`src/rtl/pa_pkg.sv`:
```
package pa_pkg;

  localparam int IndexW      = 16;
  localparam int IndexBitsDef = 16;
  localparam int PaddrW      = 3;
  localparam int PdataW      = 32;

  typedef enum logic [2:0] {
    PtPoints    = 3'd0,
    PtLines     = 3'd1,
    PtStrip     = 3'd2,
    PtLoop      = 3'd3,
    PtTriangles = 3'd4,
    PtFan       = 3'd5,
    PtQuads     = 3'd6,
    PtQuadStrip = 3'd7
  } prim_type_e;

  typedef enum logic [1:0] {
    KindPoint    = 2'd0,
    KindEdge     = 2'd1,
    KindTriangle = 2'd2,
    KindEnd      = 2'd3
  } prim_kind_e;

  typedef struct packed {
    logic [IndexW-1:0] vertex_index;
    logic              last_vertex;
  } vertex_t;

  typedef struct packed {
    logic [1:0]        prim_kind;
    logic [IndexW-1:0] index_a;
    logic [IndexW-1:0] index_b;
    logic [IndexW-1:0] index_c;
    logic              run_last;
    logic              batch_end;
  } prim_t;

  // up to two results caused by one vertex
  typedef struct packed {
    logic [1:0] cnt;
    prim_t      r0;
    prim_t      r1;
  } prim_pair_t;

  // position of the vertex that closes a group
  function automatic logic [1:0] group_last(prim_type_e t);
    logic [1:0] g;
    unique case (t)
      PtLines:     g = 2'd1;
      PtTriangles: g = 2'd2;
      PtQuads:     g = 2'd3;
      PtQuadStrip: g = 2'd1;
      default:     g = 2'd0;
    endcase
    return g;
  endfunction

endpackage

```
`src/rtl/primitive_assembly.sv`:
```
// channel  | direction | payload   | handshake
// ---------+-----------+-----------+---------------------------
// in       | input     | vertex_t  | in_valid_i / in_stall_o
// out      | output    | prim_t    | out_valid_o / out_stall_i
// apb      | input     | 32-bit    | psel/penable/pwrite, paddr
//
// one vertex per cycle unless the output stalls; a vertex that forms two
// primitives holds the input while the buffer drains its second entry.
// a vertex passes two registers: input register, then the result buffer.
// reset clears the type to points and starts a fresh batch.
// out_stall_i backs up through the result buffer to the input register.
module primitive_assembly import pa_pkg::*; #(
  parameter int IndexBits = IndexBitsDef
) (
  input  logic              clk_i,
  input  logic              rst_ni,
  input  logic              in_valid_i,
  output logic              in_stall_o,
  input  vertex_t           in_data_i,
  output logic              out_valid_o,
  input  logic              out_stall_i,
  output prim_t             out_data_o,
  input  logic              psel,
  input  logic              penable,
  input  logic              pwrite,
  input  logic [PaddrW-1:0] paddr,
  input  logic [PdataW-1:0] pwdata,
  output logic [PdataW-1:0] prdata,
  output logic              pready
);

  logic       in_vld_q, in_vld_d;
  vertex_t    in_q;
  logic       can_load;
  logic       fire;
  logic       accept;
  prim_type_e prim_type;
  logic       type_wr;
  prim_pair_t pair;

  assign fire       = in_vld_q && can_load;
  assign in_stall_o = in_vld_q && !can_load;
  assign accept     = in_valid_i && !in_stall_o;

  always_comb begin
    in_vld_d = in_vld_q;
    if (accept) begin
      in_vld_d = 1'b1;
    end else if (fire) begin
      in_vld_d = 1'b0;
    end
  end

  always_ff @(posedge clk_i or negedge rst_ni) begin
    if (!rst_ni) begin
      in_vld_q <= 1'b0;
    end else begin
      in_vld_q <= in_vld_d;
    end
  end

  always_ff @(posedge clk_i) begin
    if (accept) begin
      in_q <= in_data_i;
    end
  end

  pa_cfg u_cfg (
    .clk_i       (clk_i),
    .rst_ni      (rst_ni),
    .psel        (psel),
    .penable     (penable),
    .pwrite      (pwrite),
    .paddr       (paddr),
    .pwdata      (pwdata),
    .prdata      (prdata),
    .pready      (pready),
    .prim_type_o (prim_type),
    .type_wr_o   (type_wr)
  );

  pa_core #(
    .IndexBits (IndexBits)
  ) u_core (
    .clk_i       (clk_i),
    .rst_ni      (rst_ni),
    .prim_type_i (prim_type),
    .type_wr_i   (type_wr),
    .fire_i      (fire),
    .vertex_i    (in_q),
    .pair_o      (pair)
  );

  pa_outbuf u_outbuf (
    .clk_i       (clk_i),
    .rst_ni      (rst_ni),
    .load_i      (fire),
    .pair_i      (pair),
    .can_load_o  (can_load),
    .out_valid_o (out_valid_o),
    .out_stall_i (out_stall_i),
    .out_data_o  (out_data_o)
  );

endmodule

```
`src/rtl/pa_cfg.sv`:
```
module pa_cfg import pa_pkg::*; (
  input  logic              clk_i,
  input  logic              rst_ni,
  input  logic              psel,
  input  logic              penable,
  input  logic              pwrite,
  input  logic [PaddrW-1:0] paddr,
  input  logic [PdataW-1:0] pwdata,
  output logic [PdataW-1:0] prdata,
  output logic              pready,
  output prim_type_e        prim_type_o,
  output logic              type_wr_o
);

  prim_type_e type_q, type_d;
  logic       hit;

  assign pready    = 1'b1;
  assign hit       = (paddr[PaddrW-1] == 1'b0);
  assign type_wr_o = psel && penable && pwrite && pready && hit;

  always_comb begin
    type_d = type_q;
    if (type_wr_o) begin
      type_d = prim_type_e'(pwdata[2:0]);
    end
  end

  always_ff @(posedge clk_i or negedge rst_ni) begin
    if (!rst_ni) begin
      type_q <= PtPoints;
    end else begin
      type_q <= type_d;
    end
  end

  assign prdata      = hit ? PdataW'(type_q) : '0;
  assign prim_type_o = type_q;

endmodule

```
`src/rtl/pa_core.sv`:
```
module pa_core import pa_pkg::*; #(
  parameter int IndexBits = IndexBitsDef
) (
  input  logic        clk_i,
  input  logic        rst_ni,
  input  prim_type_e  prim_type_i,
  input  logic        type_wr_i,
  input  logic        fire_i,
  input  vertex_t     vertex_i,
  output prim_pair_t  pair_o
);

  localparam int StoreW = (IndexBits < IndexW) ? IndexBits : IndexW;

  logic [StoreW-1:0] first_q, first_d;
  logic [StoreW-1:0] hist_q [3];
  logic [StoreW-1:0] hist_d [3];
  logic [1:0]        phase_q, phase_d;
  logic [1:0]        seen_q, seen_d;

  logic [StoreW-1:0] v;
  logic [StoreW-1:0] first;
  logic              last;
  logic              done;
  logic [1:0]        glast;
  prim_pair_t        pair;

  function automatic prim_t mk(prim_kind_e k, logic [StoreW-1:0] a,
                               logic [StoreW-1:0] b, logic [StoreW-1:0] c);
    prim_t r;
    r.prim_kind = k;
    r.index_a   = IndexW'(a);
    r.index_b   = IndexW'(b);
    r.index_c   = IndexW'(c);
    r.run_last  = 1'b0;
    r.batch_end = 1'b0;
    return r;
  endfunction

  assign v     = vertex_i.vertex_index[StoreW-1:0];
  assign last  = vertex_i.last_vertex;
  assign glast = group_last(prim_type_i);
  assign done  = (phase_q == glast);
  assign first = (seen_q == 2'd0) ? v : first_q;

  always_comb begin
    pair.cnt = 2'd0;
    pair.r0  = '0;
    pair.r1  = '0;
    unique case (prim_type_i)
      PtPoints: begin
        pair.r0  = mk(KindPoint, v, '0, '0);
        pair.cnt = 2'd1;
      end
      PtLines: begin
        if (done) begin
          pair.r0  = mk(KindEdge, hist_q[0], v, '0);
          pair.cnt = 2'd1;
        end
      end
      PtStrip: begin
        if (seen_q != 2'd0) begin
          pair.r0  = mk(KindEdge, hist_q[0], v, '0);
          pair.cnt = 2'd1;
        end
      end
      PtLoop: begin
        if (seen_q != 2'd0) begin
          pair.r0  = mk(KindEdge, hist_q[0], v, '0);
          pair.cnt = 2'd1;
          if (last) begin
            // closing edge back to the first vertex
            pair.r1  = mk(KindEdge, v, first, '0);
            pair.cnt = 2'd2;
          end
        end
      end
      PtTriangles: begin
        if (done) begin
          pair.r0  = mk(KindTriangle, hist_q[1], hist_q[0], v);
          pair.cnt = 2'd1;
        end
      end
      PtFan: begin
        if (seen_q >= 2'd2) begin
          pair.r0  = mk(KindTriangle, first, hist_q[0], v);
          pair.cnt = 2'd1;
        end
      end
      PtQuads: begin
        if (done) begin
          pair.r0  = mk(KindTriangle, hist_q[2], hist_q[1], hist_q[0]);
          pair.r1  = mk(KindTriangle, hist_q[0], v, hist_q[2]);
          pair.cnt = 2'd2;
        end
      end
      PtQuadStrip: begin
        if (done && seen_q == 2'd3) begin
          pair.r0  = mk(KindTriangle, hist_q[2], hist_q[1], hist_q[0]);
          pair.r1  = mk(KindTriangle, hist_q[1], v, hist_q[0]);
          pair.cnt = 2'd2;
        end
      end
    endcase
    if (last && pair.cnt == 2'd0) begin
      pair.r0  = mk(KindEnd, '0, '0, '0);
      pair.cnt = 2'd1;
    end
    if (pair.cnt == 2'd1) begin
      pair.r0.run_last  = 1'b1;
      pair.r0.batch_end = last;
    end else if (pair.cnt == 2'd2) begin
      pair.r1.run_last  = 1'b1;
      pair.r1.batch_end = last;
    end
  end

  assign pair_o = pair;

  always_comb begin
    first_d = first_q;
    hist_d  = hist_q;
    phase_d = phase_q;
    seen_d  = seen_q;
    if (type_wr_i) begin
      phase_d = 2'd0;
      seen_d  = 2'd0;
    end else if (fire_i) begin
      if (last) begin
        phase_d = 2'd0;
        seen_d  = 2'd0;
      end else begin
        first_d   = first;
        hist_d[2] = hist_q[1];
        hist_d[1] = hist_q[0];
        hist_d[0] = v;
        phase_d   = (phase_q >= glast) ? 2'd0 : phase_q + 2'd1;
        if (seen_q != 2'd3) begin
          seen_d = seen_q + 2'd1;
        end
      end
    end
  end

  always_ff @(posedge clk_i or negedge rst_ni) begin
    if (!rst_ni) begin
      first_q <= '0;
      hist_q  <= '{default: '0};
      phase_q <= 2'd0;
      seen_q  <= 2'd0;
    end else begin
      first_q <= first_d;
      hist_q  <= hist_d;
      phase_q <= phase_d;
      seen_q  <= seen_d;
    end
  end

`ifndef ASSERT_OFF
  a_phase_in_group: assert property (@(posedge clk_i) disable iff (!rst_ni)
    phase_q <= glast)
    else $error("group phase beyond group size");
  a_batch_restart: assert property (@(posedge clk_i) disable iff (!rst_ni)
    fire_i && last |=> seen_q == 2'd0 && phase_q == 2'd0)
    else $error("batch state not cleared after last vertex");
  a_fresh_batch: assert property (@(posedge clk_i) disable iff (!rst_ni)
    seen_q == 2'd0 |-> phase_q == 2'd0)
    else $error("phase set on empty batch");
`endif

endmodule

```
`src/rtl/pa_outbuf.sv`:
```
module pa_outbuf import pa_pkg::*; (
  input  logic       clk_i,
  input  logic       rst_ni,
  input  logic       load_i,
  input  prim_pair_t pair_i,
  output logic       can_load_o,
  output logic       out_valid_o,
  input  logic       out_stall_i,
  output prim_t      out_data_o
);

  logic [1:0] cnt_q, cnt_d;
  prim_t      r0_q, r0_d;
  prim_t      r1_q, r1_d;
  logic       pop;

  assign out_valid_o = (cnt_q != 2'd0);
  assign pop         = out_valid_o && !out_stall_i;
  // empty at this edge once the head leaves
  assign can_load_o  = (cnt_q == 2'd0) || (cnt_q == 2'd1 && pop);
  assign out_data_o  = r0_q;

  always_comb begin
    cnt_d = cnt_q;
    r0_d  = r0_q;
    r1_d  = r1_q;
    if (load_i) begin
      cnt_d = pair_i.cnt;
      r0_d  = pair_i.r0;
      r1_d  = pair_i.r1;
    end else if (pop) begin
      cnt_d = cnt_q - 2'd1;
      r0_d  = r1_q;
    end
  end

  always_ff @(posedge clk_i or negedge rst_ni) begin
    if (!rst_ni) begin
      cnt_q <= 2'd0;
    end else begin
      cnt_q <= cnt_d;
    end
  end

  always_ff @(posedge clk_i) begin
    r0_q <= r0_d;
    r1_q <= r1_d;
  end

`ifndef ASSERT_OFF
  a_cnt_range: assert property (@(posedge clk_i) disable iff (!rst_ni)
    cnt_q != 2'd3)
    else $error("result buffer overfilled");
  a_end_is_last: assert property (@(posedge clk_i) disable iff (!rst_ni)
    out_valid_o && out_data_o.batch_end |-> out_data_o.run_last)
    else $error("batch end not on last result of its vertex");
`endif

endmodule
```
`config.mk`:
```
export PLATFORM = sky130hd
export DESIGN_NAME = primitive_assembly
export DESIGN_NICKNAME = d
export VERILOG_FILES = /design/src/rtl/pa_pkg.sv /design/src/rtl/primitive_assembly.sv /design/src/rtl/pa_cfg.sv /design/src/rtl/pa_core.sv /design/src/rtl/pa_outbuf.sv
export SDC_FILE = /design/constraint.sdc
export NUM_CORES = 1
export LEC_CHECK = 0
export BUFFER_PORTS_ARGS = -buffer_cell sky130_fd_sc_hd__clkbuf_2
export CORE_ASPECT_RATIO = 0.8
export CORE_UTILIZATION = 57
export DETAILED_ROUTE_END_ITERATION = 10
export GPL_TIMING_DRIVEN = 0
export HOLD_SLACK_MARGIN = 0.06
export PLACE_DENSITY = 0.8
export REMOVE_ABC_BUFFERS = 1
export SLEW_MARGIN = 20
export SYNTH_ARGS = -nofsm -noshare
export SYNTH_HDL_FRONTEND = slang
export SYNTH_SLANG_ARGS = --single-unit
```
`constraint.sdc`:
```
create_clock -name clk_i -period 4.4 [get_ports clk_i]
set_input_delay 0.44 -clock clk_i [delete_from_list [all_inputs] [get_ports clk_i]]
set_output_delay 0.44 -clock clk_i [all_outputs]
set_load 0.005 [all_outputs]
```
==> metrics.txt <==
Post-Synthesis Cells=about 800; GRT Overall Usage=0.262; measured slew at the worst slew-check pin=roughly 1.2 ns; share of layout cells above drive strength 1=0.251; vias=approximately 6700; FFs w/ async S/R, synth=0.379; Post-DP HPWL=around 13000 um; Clock Path Buffers=2; vias in the first global route=between 6000 and 7000; CP max FO=30; library cells used by synthesis=51; met1 WL=8990 um; number of synthesized register bits=195; Cell Area, Synth=9490 um2; Peak Freq=0.251 GHz; Die Y-Extent=117 um; setup_tns=0 ns; leakage power=around 0.0043 uW; final worst path period share=0.905; Fin Clk Skew=0.00764 ns; # DRC=0; IO Count=approximately 150; Layout Cells excl Fill=1065; htree depth=4; Hold Crit Start=in_data_i[6]; hold path cells=1; TritonCTS Sinks=195; post-synthesis sequential area ratio=0.578; Yosys top cell area share=0.383; commonest non-fill, non-tap cells in the layout=edfxtp_1 (121), clkbuf_2 (83), dfrtp_1 (73), mux2_2 (63), nor2_1 (55); clock-pin slew on the worst setup and hold paths=approximately 0.070 ns; iteration count of the initial detailed-routing pass=5; worst reg2reg path depth=8; routed wl met3=around 2000 um; Simple-Gate Fraction of Synth Area=0.0916; post-synthesis mux area share=0.0928; Yosys warning total=0; critical path arrival=approximately 4.2 ns; Hold/Removal Path Class=input port to flop; Slew Limit Fails=0; pwr dens=~770 nW/um2; top_reg_cell synth=edfxtp_1; post-synth top area cell=edfxtp_1; Rows=~40; initial antenna violation count=0; CP required=4.62 ns; placed cells=1033; CTS tree=done; grt ovf=0; Highest Signal Layer=met4; CTS Buf Count=17; Slew HR=0.228; Die Area=17200 um2; largest family of logic cells by synthesized area=compound AO/OA/AOI/OAI gates; largest net degree at the start of global routing=79; Antenna Cells=0; CP startpoint=u_cfg.prim_type_o[2]; post-synthesis compound-gate area fraction=0.151; endpoints failing hold=0; global-route wire length before repair=34600 um; worst setup path class=flop to flop; die width=146 um; r2r startpoint=u_cfg.prim_type_o[2]; clock insertion delay at the later pin of the skew report=0.43 ns; Core ar.=16000 um2; fin nets=904; met2 WL=10200 um; Critical Path End Type=flop; Synth Area per Inst=about 12 um2; clock root cell=clkbuf_16; Area Growth Syn to Fin=12.6%; Final Core Density=0.668; maximum vdd drop=0.615 mV; critical path startpoint category=flop; port bufs=84; post-route ant nets=0; Max-cap violations=0; Post-Route WL=between 20000 and 25000 um; RSZ-0062 raised after global routing=no; Post-CTS Setup Bufs=0; number of synthesized flops with an enable pin=121; status=finished clean; GP Congestion=0.794; 1st-iter DRT viols=~840; cts repair resizes=0; setup violators final=0; wire length per cell=20.3 um; post-layout min period=3.98 ns; Synth area leaders=edfxtp_1 (38%), dfrtp_1 (20%), mux2_2 (7.5%); commonest non-fill, non-tap cell in the layout=edfxtp_1; adder-cell share of the synthesized area=0.00923; Vias per Instance=~6.3; XOR/XNOR share of the synthesized area=0.00185; starting density of the core=0.593
[synth_stat cells, drive strengths merged, types with 5 or more instances]
cell type / count
a2111oi: 16
a211oi: 18
a21oi: 39
a221oi: 32
a222oi: 16
a22o: 32
buf: 74
clkbuf: 34
dfrtp: 74
edfxtp: 121
ha: 7
inv: 27
mux2: 64
mux2i: 16
nand2: 51
nand2b: 5
nand3: 18
nor2: 57
nor3: 36
o21ai: 23
[registers in the layout (all words and copies together), names as in the netlist]
register and cells:
u_core.first_q 16, u_core.seen_q 2, in_q 17, u_core.hist_q 48
u_outbuf.r1_q 52, in_vld_q 1, u_outbuf.cnt_q 2, u_cfg.prim_type_o 3
u_outbuf.out_data_o 52, u_core.phase_q 2
[repair_timing]
action,CTS,global route
setup endpoints to repair,0,0
hold endpoints to repair,23,0
hold buffers,1,0
[final cells by class]
| cell class | instances | area (um2) |
|---|---|---|
| flip-flops and latches | 195 | 5490 |
| repair buffers | 104 | 795 |
| well taps | 215 | 269 |
| multi-input cells | 493 | 3470 |
| clock inverters | 10 | 111 |
| clock buffers | 21 | 450 |
| inverters | 27 | 106 |
| fillers | 1193 | 5320 |
[power by group]
group	total, uW	switching, uW	internal (uW)
combinational	3050	1750	1300
sequential	3680	612	3070
clock	1490	644	845
total	8230	3010	5210
[per-layer routing]
layer / GRT usage / vias to the layer above
li1: - / 3027
met1: 0.368 / 3283
met2: 0.404 / 370
met3: 0.0525 / 37
met4: 0.0990 / 0
met5: 0 / -
[stage by stage]
step	total power (uW)	area, um2	setup slack, ns	hold slack, ns
4_1_cts	8230	10700	0.549	0.161
6_report	8230	10700	0.419	0.177
2_1_floorplan	5480	8990	0.309	0.144
3_5_place_dp	6710	10100	0.593	0.407
3_3_place_gp	6470	9680	-2.22	0.496
5_1_grt	8690	10700	0.349	0.166
[kinds of logic (layout without fill, tap and decap cells)]
logic type,after synthesis,count (layout)
buffers and inverters,135,162
DFF,195,195
and+or+nand+nor,184,184
AOI/OAI and AO/OA,190,190
muxes,80,80
adders and majority gates,7,7
other,2,30
xor gates and xnor gates,2,2
[worst max-delay path, stage by stage, from the launching register on]
cell and delay, ns:
dfrtp_2 0.87, o21ai_0 0.21, ha_1 0.94, nand4_1 0.47, a21oi_4 0.34, buf_16 0.21
buf_16 0.19, a2111oi_0 0.12, a211oi_1 0.37
[worst paths after layout]
kind	end	slack [ns]
max	u_outbuf.out_data_o[37]	0.42
min	in_q[6]	0.18
max reg2reg	u_outbuf.out_data_o[37]	0.42
min reg2reg	u_outbuf.out_data_o[0]	0.53
max in group asynchronous	u_core.hist_q[23]	3.32
min in group asynchronous	u_core.hist_q[36]	0.48
No activity file was read; power rests on OpenSTA's default activity.
